<file path="src/rtl/core/tksi_pkg.sv">
// ----------------------------------------------------------------------------
// tksi_pkg: shared types and constants for the top-K sorted insert table
// Entry, request and response layouts, cell control, controller states.
// ----------------------------------------------------------------------------
package tksi_pkg;

   // build defaults
   localparam int ROWS_DEF = 256;
   localparam int K_DEF    = 16;

   // field widths
   localparam int ID_W       = 8;
   localparam int SCORE_W    = 32;
   localparam int ROW_W      = 8;
   localparam int RANK_W     = 4;
   localparam int POS_W      = 5;
   localparam int LIST_LEN_W = 5;

   localparam logic [LIST_LEN_W-1:0] LIST_LEN_RESET = 5'd16;
   localparam logic [POS_W-1:0]      NO_POSITION    = 5'd16;

   // operation codes
   localparam logic FUNC_INSERT = 1'b0;
   localparam logic FUNC_READ   = 1'b1;

   // one ranked entry
   typedef struct packed {
      logic [ID_W-1:0]    id;
      logic [SCORE_W-1:0] score;
   } tksi_entry_type;

   localparam int ENTRY_W = $bits(tksi_entry_type);

   // request beat
   typedef struct packed {
      logic              func;
      logic [ROW_W-1:0]  row;
      logic [ID_W-1:0]   cand_id;
      logic [SCORE_W-1:0] score;
      logic [RANK_W-1:0] rank;
   } tksi_req_type;

   // response beat
   typedef struct packed {
      logic               entered;
      logic [POS_W-1:0]   position;
      logic [ID_W-1:0]    read_id;
      logic [SCORE_W-1:0] read_score;
   } tksi_rsp_type;

   // controls common to every cell
   typedef struct packed {
      logic load;   // capture the row word this cycle
      logic ins;    // apply the insert while capturing
   } tksi_cell_ctl_type;

   typedef enum logic [1:0] {
      ST_CLEAR,
      ST_IDLE,
      ST_UPDATE,
      ST_WRITE
   } tksi_state_type;

endpackage

</file>
<file path="src/rtl/core/tksi_cell.sv">
// ----------------------------------------------------------------------------
// tksi_cell: one rank of the insertion row
// Compares its entry with the candidate, passes the "all behind are lower"
// chain forward, and takes the candidate, its neighbor's entry, or its own.
// ----------------------------------------------------------------------------
module tksi_cell (
   input  logic                        clock,
   input  tksi_pkg::tksi_cell_ctl_type ctl,
   input  logic                        in_list,
   input  tksi_pkg::tksi_entry_type    own_in,
   input  tksi_pkg::tksi_entry_type    prev_in,
   input  tksi_pkg::tksi_entry_type    cand_in,
   input  logic                        tail_in,
   input  logic                        region_prev_in,
   output logic                        tail_out,
   output logic                        region_out,
   output logic                        land_out,
   output tksi_pkg::tksi_entry_type    entry_out
);

   tksi_pkg::tksi_entry_type entry_ff;
   tksi_pkg::tksi_entry_type entry_in;
   logic                     lt;

   // strictly lower than the candidate; ranks past the list pass the chain
   assign lt         = own_in.score < cand_in.score;
   assign tail_out   = in_list ? (lt & tail_in) : 1'b1;
   assign region_out = in_list & tail_out;
   assign land_out   = region_out & ~region_prev_in;

   // new value: candidate at the landing rank, shifted neighbor behind it
   always_comb begin
      entry_in = own_in;
      if (ctl.ins && region_out) begin
         entry_in = land_out ? cand_in : prev_in;
      end
   end

   always_ff @(posedge clock) begin
      if (ctl.load) begin
         entry_ff <= entry_in;
      end
   end

   assign entry_out = entry_ff;

endmodule

</file>
<file path="src/rtl/core/tksi_cell_row.sv">
// ----------------------------------------------------------------------------
// tksi_cell_row: chain of K insertion cells
// Wires the compare chain tail to head and the landing chain head to tail.
// ----------------------------------------------------------------------------
module tksi_cell_row #(
   parameter int K = 16
) (
   input  logic                                 clock,
   input  tksi_pkg::tksi_cell_ctl_type          ctl,
   input  logic [tksi_pkg::LIST_LEN_W-1:0]      len_eff,
   input  tksi_pkg::tksi_entry_type             cand,
   input  tksi_pkg::tksi_entry_type [K-1:0]     row_in,
   output tksi_pkg::tksi_entry_type [K-1:0]     row_out,
   output logic [K-1:0]                         land
);

   logic [K:0] tail;
   logic [K:0] region;

   // chain ends: nothing behind the last cell, nothing in front of the first
   assign tail[K]   = 1'b1;
   assign region[0] = 1'b0;

   for (genvar i = 0; i < K; i++) begin : g_cell
      tksi_pkg::tksi_entry_type prev;
      logic                     in_list;

      if (i == 0) begin : g_head
         assign prev = cand;
      end else begin : g_body
         assign prev = row_in[i-1];
      end

      assign in_list = 32'(i) < 32'(len_eff);

      tksi_cell u_cell (
         .clock          (clock),
         .ctl            (ctl),
         .in_list        (in_list),
         .own_in         (row_in[i]),
         .prev_in        (prev),
         .cand_in        (cand),
         .tail_in        (tail[i+1]),
         .region_prev_in (region[i]),
         .tail_out       (tail[i]),
         .region_out     (region[i+1]),
         .land_out       (land[i]),
         .entry_out      (row_out[i])
      );
   end

endmodule

</file>
<file path="config.mk">
export PLATFORM = sky130hd
export DESIGN_NAME = tksi_cell_row
export DESIGN_NICKNAME = d
export VERILOG_FILES = /design/src/rtl/core/tksi_pkg.sv /design/src/rtl/core/tksi_cell.sv /design/src/rtl/core/tksi_cell_row.sv
export SDC_FILE = /design/constraint.sdc
export NUM_CORES = 2
export LEC_CHECK = 0
export BUFFER_PORTS_ARGS = -buffer_cell sky130_fd_sc_hd__buf_2
export CORE_AREA = 2 2 526 528
export CTS_CLUSTER_SIZE = 10
export DETAILED_ROUTE_END_ITERATION = 10
export DIE_AREA = 0 0 528 530
export SLEW_MARGIN = 20
export SYNTH_ARGS = -nofsm -noshare
export SYNTH_HDL_FRONTEND = slang
export SYNTH_SLANG_ARGS = --single-unit
</file>
<file path="constraint.sdc">
create_clock -name clock -period 8 [get_ports clock]
set_input_delay 1.2 -clock clock [delete_from_list [all_inputs] [get_ports clock]]
set_output_delay 1.2 -clock clock [all_outputs]
set_load 0.1 [all_outputs]
</file>
======== After elaboration in Yosys (flattened, before gate mapping) ========
Index checks and enable logic that the tools add are counted.
word-level totals
  output and inout bits ................... 656
  bits in latches ......................... 0
  flip-flop bits (word level) ............. 640
  memories kept ........................... 0
  input bits .............................. 688
  RAM bits ................................ 0
  ROM bits ................................ 0
operators by class
  equal/unequal tests ..................... 0
  $mul .................................... 0
  $add $sub $neg .......................... 0
  reduce and logical (&&, ||, !) cells .... 16
  muxes and demuxes ....................... 47
  divide/modulo/power cells ............... 0
  shift-type cells ........................ 0
  $lt $le $gt $ge ......................... 32
  bitwise operators ....................... 61
operators by type and width
  kind                                                       number
  2-to-1 mux 40 bit                                          31
  less-than comparator 32 bit                                16
  AND 1 bit                                                  46
  less-than comparator 4 x 5 -> 1 bit, first input constant  8
  less-than comparator 3 x 5 -> 1 bit, first input constant  4
  logical AND 1 bit                                          16
  2-to-1 mux 1 bit                                           16
  inverter 1 bit                                             15
  less-than comparator 1 x 5 -> 1 bit, first input constant  2
  less-than comparator 2 x 5 -> 1 bit, first input constant  2

======== Logic depth before layout (Yosys ltp) ========
  word-level depth ........................ 37
  gate-level depth with buffers ........... 15
  depth with buffers taken out ............ 12

======== Modules after synthesis ========
A second synthesis with hierarchy kept.
unflattened totals
  cell total of the unflattened synthesis .. 4,749
  area, all modules ....................... 47,350.4 µm²
by module, submodules not included
  module         area an instance (µm²)  seq. area each (µm²)  cells each  times used
  tksi_cell      2,949.1                 1,201.2               295         16
  tksi_cell_row  165.2                   0.0                   29          1

======== Worst setup path after synthesis ========
Ideal clock, no wire load.
  kind .................................... input port to output port
  start point ............................. input port cand[1] in the netlist's numbering
  end point ............................... output port land[8]
  cell stages on the path ................. 13
  buffers on the path ..................... 3
  arrival ................................. 4.800 ns
  setup slack ............................. 2.000 ns
  path through ............................ inv_1 > ha_1 > a2111oi_0 > o311ai_1 > a2111o_1 > a2111oi_2 > a21oi_2 > o31ai_4 > buf_2 > a22o_1 > clkbuf_1 > and2_1 > buf_4
on the way
  word-level cells in the longest chain between the ends .. 21
RTL lines
  what                         RTL line             RTL
  from (decl)                  tksi_cell_row.sv:11  input tksi_pkg::tksi_entry_type cand,
  less-than comparator 32 bit  tksi_cell.sv:26      assign lt = own_in.score < cand_in.score;
  2-to-1 mux 1 bit             tksi_cell.sv:27      assign tail_out = in_list ? (lt & tail_in) : 1'b1;
  AND 1 bit                    tksi_cell.sv:27
  2-to-1 mux 1 bit             tksi_cell.sv:27
  AND 1 bit                    tksi_cell.sv:27
  2-to-1 mux 1 bit             tksi_cell.sv:27
  AND 1 bit                    tksi_cell.sv:27
  2-to-1 mux 1 bit             tksi_cell.sv:27
  (+5 left out)                n/a
  2-to-1 mux 1 bit             tksi_cell.sv:27
  AND 1 bit                    tksi_cell.sv:27
  2-to-1 mux 1 bit             tksi_cell.sv:27
  AND 1 bit                    tksi_cell.sv:27
  2-to-1 mux 1 bit             tksi_cell.sv:27
  AND 1 bit                    tksi_cell.sv:28      assign region_out = in_list & tail_out;
  inverter 1 bit               tksi_cell.sv:29      assign land_out = region_out & ~region_prev_in;
  AND 1 bit (*)                tksi_cell.sv:29
  to (decl)                    tksi_cell_row.sv:14  output logic [K-1:0] land
Every way passes the cells marked *; elsewhere a longest branch is shown, timed or not.

======== Final worst setup path ========
  start point ............................. input port cand[27] in the netlist's numbering
  end point ............................... output port land[2]
on the way
  word-level cells in the longest chain between the ends .. 33
RTL lines
  what                         RTL line
  less-than comparator 32 bit  tksi_cell.sv:26
  2-to-1 mux 1 bit             tksi_cell.sv:27
  AND 1 bit                    tksi_cell.sv:27
  2-to-1 mux 1 bit             tksi_cell.sv:27
  AND 1 bit                    tksi_cell.sv:27
  2-to-1 mux 1 bit             tksi_cell.sv:27
  AND 1 bit                    tksi_cell.sv:27
  2-to-1 mux 1 bit             tksi_cell.sv:27
  (+17 left out)               n/a
  2-to-1 mux 1 bit             tksi_cell.sv:27
  AND 1 bit                    tksi_cell.sv:27
  2-to-1 mux 1 bit             tksi_cell.sv:27
  AND 1 bit                    tksi_cell.sv:27
  2-to-1 mux 1 bit             tksi_cell.sv:27
  AND 1 bit                    tksi_cell.sv:28
  inverter 1 bit               tksi_cell.sv:29
  AND 1 bit (*)                tksi_cell.sv:29
Marked as above.

==> key figures <==
Status
  – Outcome: completed

Placed design
  – Final Wtd Congestion: 0.9417
  – Count of buffers inserted at the top-level ports: 1343
  – Post-DP HPWL: 307.2 mm

Clock tree
  – Number of buffers created by CTS: 90
  – Post-CTS Setup Inserts: 0
  – Post-cts repair resize count: 0
  – Number of buffers on the longest clock path: 3
  – Number of sinks handled by clock tree synthesis: 640
  – Clock-pin slew on the worst setup and hold paths: 0.06 ns
  – Quantity of hold-fixing buffers added after cts: 0
  – Root buffer selected by CTS: clkbuf_16
  – TritonCTS clock tree: done
  – # H-tree levels: 3

Routing
  – Detail-routed via count per cell: 4.695
  – Final routed DRC violation total: 0
  – Count of vias placed by the detailed router: 43.14k
  – Routed length per instance: 39.21 um
  – Total wire length after detailed routing: 360.3 mm
  – Final antenna-violating net count: 0
  – Drt initial violations: 4247
  – First-pass detailed-route iteration total: 6

Synth
  – Ys async rst share: 0
  – Count of unique library cells instantiated by Yosys: 66
  – Number of standard cells after synthesis: 4062
  – Syn Std Cell Area: 44100 sq um
  – Most numerous cell in the Yosys netlist: edfxtp_1
  – Cell accounting for the most synthesized area: edfxtp_1
  – Top cell type's share of synthesized area: 0.4358
  – Synth Area per Inst: 10.86 sq um
  – Post-Synthesis Net Count: 5246
  – Most used flip-flop cell after synthesis: edfxtp_1
  – Number of enable flip-flop cells after synthesis: 640
  – Leading post-synthesis cells by cell area: edfxtp_1, ha_1, mux2_2
  – List of most frequent post-synthesis cells: edfxtp_1, nand2_1, ha_1
  – Warnings from Yosys: 0
  – Number of storage elements in the synthesis netlist: 640
  – Sequential-to-total area share from yosys stat: 0.4358

Setup path
  – Maximum fanout count along the critical path: 14
  – Top delay family on crit path: compound AO/OA/AOI/OAI gates
  – Kind of start point of the critical path: primary input
  – Endpoint type of the worst setup path: output port
  – Arrival time of data at the critical path endpoint: 6.20 ns
  – Maximum single-stage delay on the critical path: 0.63 ns
  – Count of buffer and inverter cells on the critical path: 5
  – Required time of the critical path: 6.80 ns
  – Type of the worst setup path: primary input to output port
  – CP Cell Sequence: buf_2 -> inv_1 -> buf_4 -> ha_1 -> and4_1 -> a21oi_1 -> o211ai_1 -> a2111o_1 -> nand2_1 -> a21oi_1 -> nor3_1 -> o2111ai_2 -> o211a_1 -> nor4_1 -> buf_4 -> buf_12
  – Slowest stage cell on the critical path: a2111o_1

Timing
  – Sum of negative setup slack: 0 ns
  – Final hold violation count: 0
  – Final setup viols: 0
  – Tmin final: 7.402 ns
  – Relative slew slack: 0.2481
  – Worst Hold Margin: 0.7701 ns
  – Setup repair after global routing missed its margin: false
  – Post-route clock period utilization: 0.9253
  – Number of pins with negative max-slew slack in the final report: 0
  – Transition at the pin with the smallest max-transition slack: 1.128 ns
  – Fmax: 0.1351 GHz

Floorplanning
  – Area of the placeable core: 274800 sq um
  – Initial Util: 0.1605
  – Overall die width: 528 um
  – Number of rows created at floorplan: 193
  – Chip Height: 530 um
  – Die area: 279800 sq um
  – I/O pin count: 1344

Pwr
  – Internal power component: 7516 uW
  – Static leakage: 0.02509 uW
  – Fraction of power spent switching nets: 0.4732
  – Clock group share of total power: 0.281
  – Logic pwr share: 0.421
  – Power density of the placed cells: 241.0 nW/um^2
  – Power spent charging and discharging nets: 6751 uW
  – Fraction of power consumed by sequential logic: 0.299
  – VDD IR max: 0.0001581 V

Layout
  – Fraction of layout cells with a size suffix above 1: 0.3936
  – Layout Utilization: 0.2155
  – Area overhead of the layout relative to synthesis: 34.26%
  – Final-stage net count: 6600
  – Number of flip-flops in the largest register: 640

Worst hold path
  – Class of the most critical hold timing path: primary input to flip-flop

GRT
  – Total Routing Usage GR: 0.2466
  – Number of global-route vias before repair: 41.95k
  – Maximum number of pins on one net before global-route repair: 148
  – Wire length of the first global-routing pass: 448.0 mm
  – Remaining global-route overflow: 0
  – Antenna violations before repair: 257

Job
  – Maximum capacitance violations: 0
==> power groups by stage <==
stage	clock network, uW	registers, uW	logic, uW
after global placement	0	4320	5960
final	4010	4260	6000
after CTS	4110	4260	6000
after floorplan	0	6740	1420
after global routing	4210	4280	6240
after detailed placement	0	4320	5990
==> metrics by stage <==
stage,power [uW],area [sq um],std cells,setup slack (ns)
3_5_place_dp,10310,56180,8931,0.3468
2_1_floorplan,8161,44100,4062,2.000
4_1_cts,14380,58950,9085,0.3307
5_1_grt,14740,59100,9142,0.3708
6_report,14270,59210,9188,0.5975
3_3_place_gp,10280,56160,8930,0.2639
==> final timing paths <==
check / start / endpoint / slack, ns / cells after the start
worst max-delay path: cand[27] / land[2] / 0.60 / 16
worst min-delay path: row_in[433] / g_cell[10].u_cell.entry_out[33] / 0.77 / 3
==> routing by layer <==
metal  part of all wire  GRT usage  wire length [um]  up-vias
met5             0.0012          0               431        -
met4              0.058     0.1273             20960       66
met3               0.12     0.1143             43110      598
met2               0.42     0.3647            150500     2633
met1               0.40     0.2970            145300    21550
li1                   -          -                 -    18300
==> cells by family after synthesis <==
group | share of synthesized area
AOI/OAI and AO/OA | 0.1320
adders and majority gates | 0.1407
buffers and inverters | 0.02857
DFF | 0.4358
muxes | 0.1719
and+or+nand+nor | 0.09099
==> layout by cell type, fill, tap and decap left out, types with 6 or more instances in the layout <==
| master | instances |
|---|---|
| nand2b_1 | 19 |
| a211o_1 | 6 |
| nand3_1 | 36 |
| o21a_1 | 20 |
| buf_4 | 156 |
| a31oi_1 | 52 |
| ha_1 | 496 |
| nor3_1 | 21 |
| nand2_1 | 536 |
| diode_2 | 103 |
| and4_1 | 20 |
| clkinv_1 | 19 |
| nor2_1 | 192 |
| o2111ai_1 | 6 |
| a21oi_1 | 222 |
| o21ai_0 | 457 |
| nand4_1 | 60 |
| mux2_1 | 32 |
| and3_1 | 8 |
| nor2b_1 | 14 |
| o211ai_1 | 34 |
| buf_2 | 1331 |
| buf_12 | 28 |
| a221oi_1 | 6 |
| clkbuf_16 | 91 |
| clkinv_2 | 14 |
| edfxtp_1 | 640 |
| inv_1 | 51 |
| mux2_2 | 475 |
| a41oi_1 | 8 |
| a2111oi_0 | 19 |
| a211oi_1 | 30 |
| a221o_1 | 7 |
| a21o_1 | 60 |
| nor4_1 | 8 |
| mux2i_1 | 187 |
| clkbuf_1 | 13 |
==> area by class of cell <==
class                           instances  area [sq um]
Inverter                               52         195.2
Tap cell                             3607          4513
Clock buffer                          104          2326
Fill cell                           30070        215600
Timing Repair Buffer                 1516          8408
Sequential cell                       640         19220
Multi-Input combinational cell       3116         23840
Antenna cell                          103         257.7
Clock inverter                         50         451.7
Note: power is estimated with default switching activity, not from simulation.
